$ cat config.mk
export PLATFORM = sky130hd
export DESIGN_NAME = spli_cell
export DESIGN_NICKNAME = d
export VERILOG_FILES = /design/src/rtl/spli_pkg.sv /design/src/rtl/spli_cell.sv
export SDC_FILE = /design/constraint.sdc
export NUM_CORES = 1
export LEC_CHECK = 0
export BUFFER_PORTS_ARGS = -buffer_cell sky130_fd_sc_hd__buf_2
export CELL_PAD_IN_SITES_DETAIL_PLACEMENT = 1
export CELL_PAD_IN_SITES_GLOBAL_PLACEMENT = 1
export CORE_MARGIN = 1
export CORE_UTILIZATION = 30
export DETAILED_ROUTE_END_ITERATION = 10
export PLACE_DENSITY_LB_ADDON = 0.25
export SETUP_SLACK_MARGIN = 0.5
export SLEW_MARGIN = 0
export SYNTH_ARGS = -nofsm -noshare
export SYNTH_HDL_FRONTEND = slang
export SYNTH_SLANG_ARGS = --single-unit
$ cat constraint.sdc
create_clock -name clk -period 3.95 [get_ports clk]
set_input_delay 0.79 -clock clk [delete_from_list [all_inputs] [get_ports clk]]
set_output_delay 0.79 -clock clk [all_outputs]
set_load 0.05 [all_outputs]
$ cat src/rtl/spli_pkg.sv
// shared types and codes for the sorted position list insert block
// no dependencies; imported by every module of the block
`default_nettype none

package spli_pkg;

  // operation codes carried on the request tuser
  localparam logic [1:0] OP_CLEAR  = 2'd0;
  localparam logic [1:0] OP_INSERT = 2'd1;
  localparam logic [1:0] OP_READ   = 2'd2;

  // status codes carried on the result tuser
  localparam logic [1:0] ST_OK    = 2'd0;
  localparam logic [1:0] ST_FULL  = 2'd1;
  localparam logic [1:0] ST_RANGE = 2'd2;

  localparam int IN_DATA_W  = 56;
  localparam int OUT_DATA_W = 72;

  typedef struct packed {
    logic [15:0] id;
    logic [15:0] x;
    logic [15:0] y;
  } rec_t;

  typedef struct packed {
    logic clear;
    logic probe;
    logic commit;
  } cell_ctl_t;

endpackage

`default_nettype wire

$ cat src/rtl/spli_cell.sv
// one table slot: holds a record and its valid bit, compares against a probe
// and takes its neighbor's record on an insert; depends on spli_pkg
`default_nettype none

module spli_cell #(
  parameter int IDX = 0
) (
  input  wire logic              clk,
  input  wire logic              rst,
  input  wire spli_pkg::cell_ctl_t ctl,
  input  wire spli_pkg::rec_t    probe_rec,
  input  wire logic [7:0]        read_index,
  input  wire spli_pkg::rec_t    ins_rec,
  input  wire logic              prev_lt,
  input  wire logic              prev_valid,
  input  wire spli_pkg::rec_t    prev_rec,
  output spli_pkg::rec_t         rec,
  output logic                   valid,
  output logic                   lt,
  output logic                   hit
);
  import spli_pkg::*;

  logic key_less;

  // stored key strictly below the probe key, y first then x
  assign key_less = (rec.y < probe_rec.y) ||
                    ((rec.y == probe_rec.y) && (rec.x < probe_rec.x));

  always_ff @(posedge clk) begin
    if (rst) begin
      valid <= 1'b0;
      lt    <= 1'b0;
      hit   <= 1'b0;
    end else begin
      if (ctl.probe) begin
        lt  <= valid && key_less;
        hit <= valid && (32'(read_index) == IDX);
      end
      if (ctl.clear) begin
        valid <= 1'b0;
      end else if (ctl.commit) begin
        valid <= valid | prev_valid;
      end
    end
  end

  // records below the insert point stay, the boundary takes the new one,
  // everything above shifts up by one
  always_ff @(posedge clk) begin
    if (ctl.commit && !lt) begin
      rec <= prev_lt ? ins_rec : prev_rec;
    end
  end

endmodule

`default_nettype wire

==> results of run 1 <==
## sequential cells by signal, indices dropped and copies added, names as in the netlist
signal / count
rec: 48
hit: 1
lt: 1
valid: 1
## cell type report
| type | instances | share of cell area |
|---|---|---|
| inverters | 33 | 0.02978 |
| multi-input cells | 132 | 0.3035 |
| clock buffers | 5 | 0.01655 |
| repair buffers | 194 | 0.2341 |
| flip-flops and latches | 51 | 0.3610 |
| clock inverters | 3 | 0.01625 |
| well taps | 129 | 0.03881 |
## worst paths after layout
kind              slack, ns  depth (start not counted)  end
setup / recovery       1.61                          8   lt
hold / removal         0.52                          2  hit
setup reg to reg       1.74                          6   lt
hold reg to reg        0.52                          2  hit
## metrics by stage
step | setup WS, ns | cell area (um^2) | power [uW] | hold slack (ns) | util
after CTS | 1.589 | 4159 | 1485 | 0.5326 | 0.4480
final | 1.611 | 4159 | 1456 | 0.5190 | 0.4480
after floorplan | 0.5705 | 2900 | 899.1 | 0.7371 | -
after detailed placement | 1.290 | 4023 | 1035 | 0.5055 | 0.4333
after global routing | 1.479 | 4159 | 1530 | 0.5967 | 0.4480
after global placement | 1.248 | 4023 | 1023 | 0.5015 | 0.4333
## cells by family after synthesis
| family | Yosys count |
|---|---|
| flip-flops | 51 |
| adder cells (fa/ha/maj) | 31 |
| AND/OR/NAND/NOR | 25 |
| buffers and inverters | 38 |
| multiplexers | 48 |
| AO/OA/AOI/OAI | 28 |
## Yosys cell counts (all sizes together)
cell / number / share of area
mux2: 48 / 0.19
a311o: 1 / 0.0039
a32oi: 1 / 0.0030
nor2: 4 / 0.0052
inv: 33 / 0.043
ha: 31 / 0.13
a211oi: 2 / 0.0052
o21ai: 3 / 0.0052
or3: 1 / 0.0022
o2111ai: 1 / 0.0030
edfxtp: 48 / 0.50
dfxtp: 3 / 0.021
nand2b: 1 / 0.0022
nand3: 3 / 0.0052
a2111oi: 2 / 0.0060
nand4: 5 / 0.011
a21oi: 10 / 0.017
or4: 1 / 0.0026
buf: 2 / 0.0030
nor2b: 2 / 0.0043
clkbuf: 3 / 0.0039
nand2: 3 / 0.0039
o21a: 1 / 0.0026
a311oi: 1 / 0.0030
nor4: 2 / 0.0043
a2111o: 1 / 0.0039
nor3: 2 / 0.0035
a21o: 4 / 0.010
nand3b: 1 / 0.0026
o21bai: 1 / 0.0026
## worst min-delay path, stage by stage, from the launching register on
cell	delay (ns)
dfxtp_1	0.35
a32oi_1	0.07
nor2_1	0.08
## metal layers
metal | share of wire | routed length [um]
met5 | 0 | 0
met4 | 0.011 | 84
met3 | 0.077 | 613
met2 | 0.52 | 4124
met1 | 0.40 | 3158
## where the power goes
group	total, uW	switching [uW]	leakage (uW)	internal, uW
logic	366	224	0.00148	141
clock network	439	186	0.0000644	253
registers	651	15.5	0.000494	636
total	1460	426	0.00204	1030
## placed cells by master, fill, tap and decap left out, drive strengths merged, types with 2 or more instances in the layout
cell type and instances:
edfxtp 48, bufinv 2, buf 194, nand4 5, o21ai 3, nor3 2, dfxtp 3, a2111oi 2
nand2 3, nor2b 2, mux2 48, clkbuf 5, a21o 4, nor4 2, nand3 3, nor2 4
ha 31, a21oi 10, inv 33, a211oi 2
==> impl_metrics.csv, run 1 <==
group,metric,value,unit
critical_path,cp.arrival,2.59,ns
timing,final.period_utilization,0.5923,
clocking,cts.sinks,51,
floorplanning,die_w,100.3,um
grt,grt_use_total,0.1596,
timing,setup_violations,0,
clocking,cts_buffers,5,
clocking,clk_pin_slew,0.09,ns
timing,drv_slew,0,
critical_path,path_class,"in -> reg",
layout,diodes,0,
timing,period_minus_slack,2.339,ns
synth,synth_compound_area_frac,0.06601,
critical_path,cp_data_required_time,4.20,ns
floorplanning,dieArea,10070,um^2
grt,grt_pass1_vias,2620,
critical_path,critPathBufInv,2,
synth,synth_warnings,0,
route,firstDrtPassIters,4,
outcome,status,"complete, no violations",
clocking,htreeDepth,2,
route,drt-wirelength-per-cell,14.59,um
synth,synth_cells,221,
floorplanning,ioPinCount,210,
route,drc,0,
power_and_ir_drop,power_density,350.0,nW/um^2
synth,synth.distinct_cells,31,
timing,fmax,427.5,MHz
place,gp_congestion,0.6997,
critical_path,startpoint,"probe_rec[15]",
place,io_buffers,193,
route,avgViaCountPerCell,4.554,
critical_path,cp_cell_sequence,"buf_2 > inv_1 > ha_1 > nand4_1 > or3_1 > a2111o_1 > a311oi_1 > a311o_2",
critical_path,worstSetupEndpointType,"flop",
route,ant_nets,0,
place,post-place-cells,539,
synth,synth_simple_gate_area_frac,0.04659,
grt,grtUsageMet1,0.1749,
grt,grt_overflow_total,0,
floorplanning,start_util,0.3124,
clocking,cts-resized-gates,0,
grt,grt_max_degree,49,
synth,synthXorXnorAreaFrac,0,
floorplanning,core_region_area,9284,um^2
grt,grt_pass1_wl,12310,um
layout,nets,607,
route,wl,7980,um
synth,synth_seq_cells,51,
hold_path,hold_class,"reg -> reg",
clocking,cts_buffer_depth,2,
synth,synthAdderAreaFrac,0.1337,
layout,n_fill_cell,1091,
grt,antenna_found_initial,0,
timing,maxSlewHeadroom,0.2841,
timing,final-hold-violation-count,0,
synth,syn_nets,411,
synth,synth_top_family_by_area,"multiplexers",
timing,fin_skew,0.008278,ns
clocking,insertion_delay,0.31,ns
route,vias,2491,
power_and_ir_drop,ir_worst_vdd,150.1,uV
clocking,post_cts.repair.setup_buffers,0,
synth,synth_mux_area_frac,0.1864,
clocking,cts_tree,"built",
critical_path,cpPeakStageDelay,0.45,ns
timing,rsz0062_at_grt,"false",
critical_path,cpLargestDelayFamily,"compound AO/OA/AOI/OAI gates",
job,max_cap_viol_count,0,
critical_path,start_kind,"primary input",
floorplanning,num_rows,35,
critical_path,r2r-start,"rec[15]",
layout,stdcell_count,547,
synth,seq_area_frac_synth,0.5177,
grt,grtUsageMet3,0.04805,
place,detailed_place_hpwl,6579,um
layout,multi_input_area,1262,um^2
layout,drive_above_1_share,0.6029,
clocking,cts_root_buffer,"clkbuf_8",
floorplanning,chipHeight,100.3,um
grt,globalRouteMet2Util,0.2977,
clocking,ctsHoldBuffers,0,
power_and_ir_drop,p_leak,0.002035,uW
critical_path,cp_slowest_cell,"or3_1",
grt,top_usage_layer,"met2",
route,first_iter_violations,17,
synth,avgSynthCellArea,13.12,um^2
critical_path,cp_max_fo,3,
hold_path,min-delay-start,"hit",
layout,area_growth,43.40,%
synth,synth_area,2900,um^2
timing,worst_pin_slew,1.074,ns
timing,setup_tns,0,ns
layout,regArea,1501,um^2
Power figures use the tool's default switching activity.
==> inputs of run 2 (changes only) <==
--- a/config.mk
+++ b/config.mk
@@ -5,6 +5,7 @@
 export SDC_FILE = /design/constraint.sdc
 export NUM_CORES = 1
 export LEC_CHECK = 0
+export ABC_AREA = 1
 export BUFFER_PORTS_ARGS = -buffer_cell sky130_fd_sc_hd__buf_2
 export CELL_PAD_IN_SITES_DETAIL_PLACEMENT = 1
 export CELL_PAD_IN_SITES_GLOBAL_PLACEMENT = 1
==> constraint.sdc (replaced) <==
create_clock -name clk -period 2.26 [get_ports clk]
set_input_delay 0.452 -clock clk [delete_from_list [all_inputs] [get_ports clk]]
set_output_delay 0.452 -clock clk [all_outputs]
set_load 0.05 [all_outputs]
==> impl_metrics.csv, run 2 <==
group,metric,value,unit
outcome,status,"complete, no violations",
place,dpl-instance-area,4114,um^2
route,vias,2569,
grt,grt_use_total,0.1583,
synth,avgSynthCellArea,11.69,um^2
critical_path,r2r_slack,0.69,ns
hold_path,hold_depth,2,
floorplanning,chipHeight,101.5,um
synth,seq_area_frac_synth,0.5057,
critical_path,worst-r2r-cell-count,11,
clocking,post_cts.repair.setup_buffers,0,
route,wl,7984,um
synth,netlist.top_cell.by_area,"edfxtp_1",
critical_path,path_class,"reg -> reg",
place,post-place-ws,0.4535,ns
route,drt-wirelength-per-cell,13.74,um
timing,rsz0062_at_grt,"false",
route,ant_nets,0,
clocking,cts_buffers,5,
power_and_ir_drop,p_sw_frac,0.3105,
critical_path,crit_top_cell,"nand2_1",
power_and_ir_drop,cellInternalPower,1701,uW
layout,n_fill_cell,1125,
critical_path,worstSetupEndpointType,"flop",
layout,area_growth,43.45,%
clocking,cts_buffer_depth,2,
clocking,cts.sinks,51,
power_and_ir_drop,p_switching,765.9,uW
critical_path,cp_cell_sequence,"ha_4 > nand2_1 > inv_2 > nand3_2 > nor2_4 > nand3_2 > nor2_1 > nand2_1 > nand2_1 > nand2_1 > a21oi_2",
synth,synth_warnings,0,
power_and_ir_drop,power_density,579.1,nW/um^2
route,firstDrtPassIters,3,
critical_path,cp.arrival,1.82,ns
synth,syn_nets,444,
synth,synthAdderAreaFrac,0.1306,
critical_path,critPathBufInv,1,
grt,grt_overflow_total,0,
power_and_ir_drop,p_leak,0.002148,uW
synth,ys_top_cells_by_area,"edfxtp_1 49%, mux2_2 18%, ha_1 13%",
clocking,insertion_delay,0.31,ns
synth,synth_compound_area_frac,0.04130,
hold_path,min-delay-start,"rst",
layout,nets,641,
layout,final_cell_mix,"193 x buf_2, 48 x mux2_2, 48 x edfxtp_1",
timing,fin_skew,0.007995,ns
place,detailed_place_hpwl,6580,um
clocking,clk_pin_slew,0.10,ns
grt,grt_max_degree,49,
synth,synth_mux_area_frac,0.1820,
synth,synth_cells,254,
power_and_ir_drop,combPwrFrac,0.272,
grt,grt_pass1_wl,12500,um
timing,fmax,637.9,MHz
critical_path,cp_slowest_cell,"edfxtp_1",
critical_path,cpLargestDelayFamily,"simple AND/OR/NAND/NOR gates",
power_and_ir_drop,p_seq_frac,0.461,
timing,period_minus_slack,1.568,ns
synth,synth_area,2969,um^2
power_and_ir_drop,p_total,2467,uW
critical_path,start_kind,"flop",
timing,maxSlewHeadroom,0.8193,
route,avgViaCountPerCell,4.422,
floorplanning,ioPinCount,210,
job,max_cap_viol_count,0,
synth,synth_edf_count,48,
clocking,htreeDepth,2,
timing,layout_setup_ws,0.6923,ns
place,io_buffers,193,
layout,final_common_cell,"buf_2",
layout,design_area,4259,um^2
synth,synthXorXnorAreaFrac,0,
floorplanning,dieArea,10300,um^2
timing,drv_slew,0,
critical_path,cp_max_fo,2,
timing,setup_tns,0,ns
route,first_iter_violations,46,
floorplanning,core_region_area,9415,um^2
floorplanning,die_w,101.5,um
floorplanning,num_rows,35,
power_and_ir_drop,power_frac_clock,0.267,
synth,synth_top_family_by_area,"multiplexers",
synth,synthTopCellsByCount,"48 x edfxtp_1, 48 x mux2_2, 44 x inv_1",
synth,synthArstFlopShare,0,
timing,final.period_utilization,0.6937,
clocking,cts_tree,"built",
layout,largest_register,"rec",
timing,setup_violations,0,
route,drc,0,
hold_path,hold_class,"in -> reg",
power_and_ir_drop,ir_worst_vdd,292.4,uV
synth,synth_seq_cells,51,
critical_path,cpPeakStageDelay,0.44,ns
layout,drive_above_1_share,0.5752,
synth,synth_ff_type,"edfxtp_1",
timing,worst_pin_slew,0.2685,ns
grt,grt_pass1_vias,2795,
clocking,cts_root_buffer,"clkbuf_8",
layout,largest_reg_flops,48,
critical_path,r2r_end,"lt",
timing,hold_slack,0.3200,ns
synth,synth_simple_gate_area_frac,0.07459,
synth,synth_top_area_frac,0.4855,
synth,synth.distinct_cells,22,
layout,diodes,0,
place,gp_congestion,0.7141,
critical_path,r2r-start,"rec[11]",
timing,final-hold-violation-count,0,
critical_path,cp_data_required_time,2.51,ns
hold_path,min_to,"lt",
grt,antenna_found_initial,0,
floorplanning,start_util,0.3153,
run 2: cell count changes in the layout (fill, tap and decap cells not counted), sizes merged, moves of 2 or more:
cell,delta
a2111oi,-2
inv,+11
nor2,+8
nand2,+28
clkinv,+2
nand4,-3
a21oi,+5
nor2b,-2
a211oi,-2
a21o,-3
run 2: through the flow:
step | instances | utilization
after CTS | 581 | 0.4489
final | 581 | 0.4524
after floorplan | 254 | -
after global placement | 573 | 0.4369
after global routing | 581 | 0.4524
after detailed placement | 573 | 0.4369
run 2: layer usage:
metal | up-vias | track usage | part of all wire
li1 | 1273 | - | -
met4 | 0 | 0.03679 | 0.0069
met3 | 4 | 0.05383 | 0.092
met2 | 121 | 0.3077 | 0.52
met5 | - | 0 | 0
met1 | 1171 | 0.1617 | 0.38
run 2: worst register-to-register path, cell delays in order, from the launching register on:
cell,delay (ns)
edfxtp_1,0.44
ha_4,0.29
nand2_1,0.06
inv_2,0.06
nand3_2,0.08
nor2_4,0.14
nand3_2,0.09
nor2_1,0.09
nand2_1,0.06
nand2_1,0.06
nand2_1,0.06
a21oi_2,0.10
run 2: worst max-delay path by stage:
| stage | start | endpoint | slack [ns] | depth (start not counted) |
|---|---|---|---|---|
| after global routing | rec[15] | lt | 0.51 | 9 |
| final | rec[11] | lt | 0.69 | 11 |
| after floorplan | rec[7] | lt | 0.54 | 10 |
| after CTS | rec[15] | lt | 0.60 | 9 |
| after global placement | probe_rec[7] | lt | 0.46 | 12 |
| after detailed placement | probe_rec[7] | lt | 0.45 | 12 |
run 2: repair_timing:
action                                  4_1_cts  5_1_grt
resized for setup                             0        7
hold buffers                                  0        0
endpoints found under the setup margin        0        1
run 2: cells by family after synthesis:
group / after synthesis
DFF: 51
AOI/OAI and AO/OA: 22
adders and majority gates: 31
and+or+nand+nor: 53
buffers and inverters: 49
muxes: 48
run 2: final cells by class:
type	count	area, um^2	area share
Sequential cell	51	1501	0.3525
Inverter	44	165.2	0.03878
Multi-Input combinational cell	154	1313	0.3082
Timing Repair Buffer	195	1006	0.2362
Clock inverter	3	43.79	0.01028
Clock buffer	5	68.82	0.01616
Tap cell	129	161.4	0.03790
run 2: power groups by stage:
| stage | Sequential, uW | Clock [uW] | Combinational (uW) |
|---|---|---|---|
| floorplan | 1370 | 0 | 215 |
| global placement | 1160 | 0 | 656 |
| detailed placement | 1160 | 0 | 675 |
| CTS | 1140 | 690 | 678 |
| global route | 1150 | 710 | 736 |
| finish | 1140 | 658 | 671 |
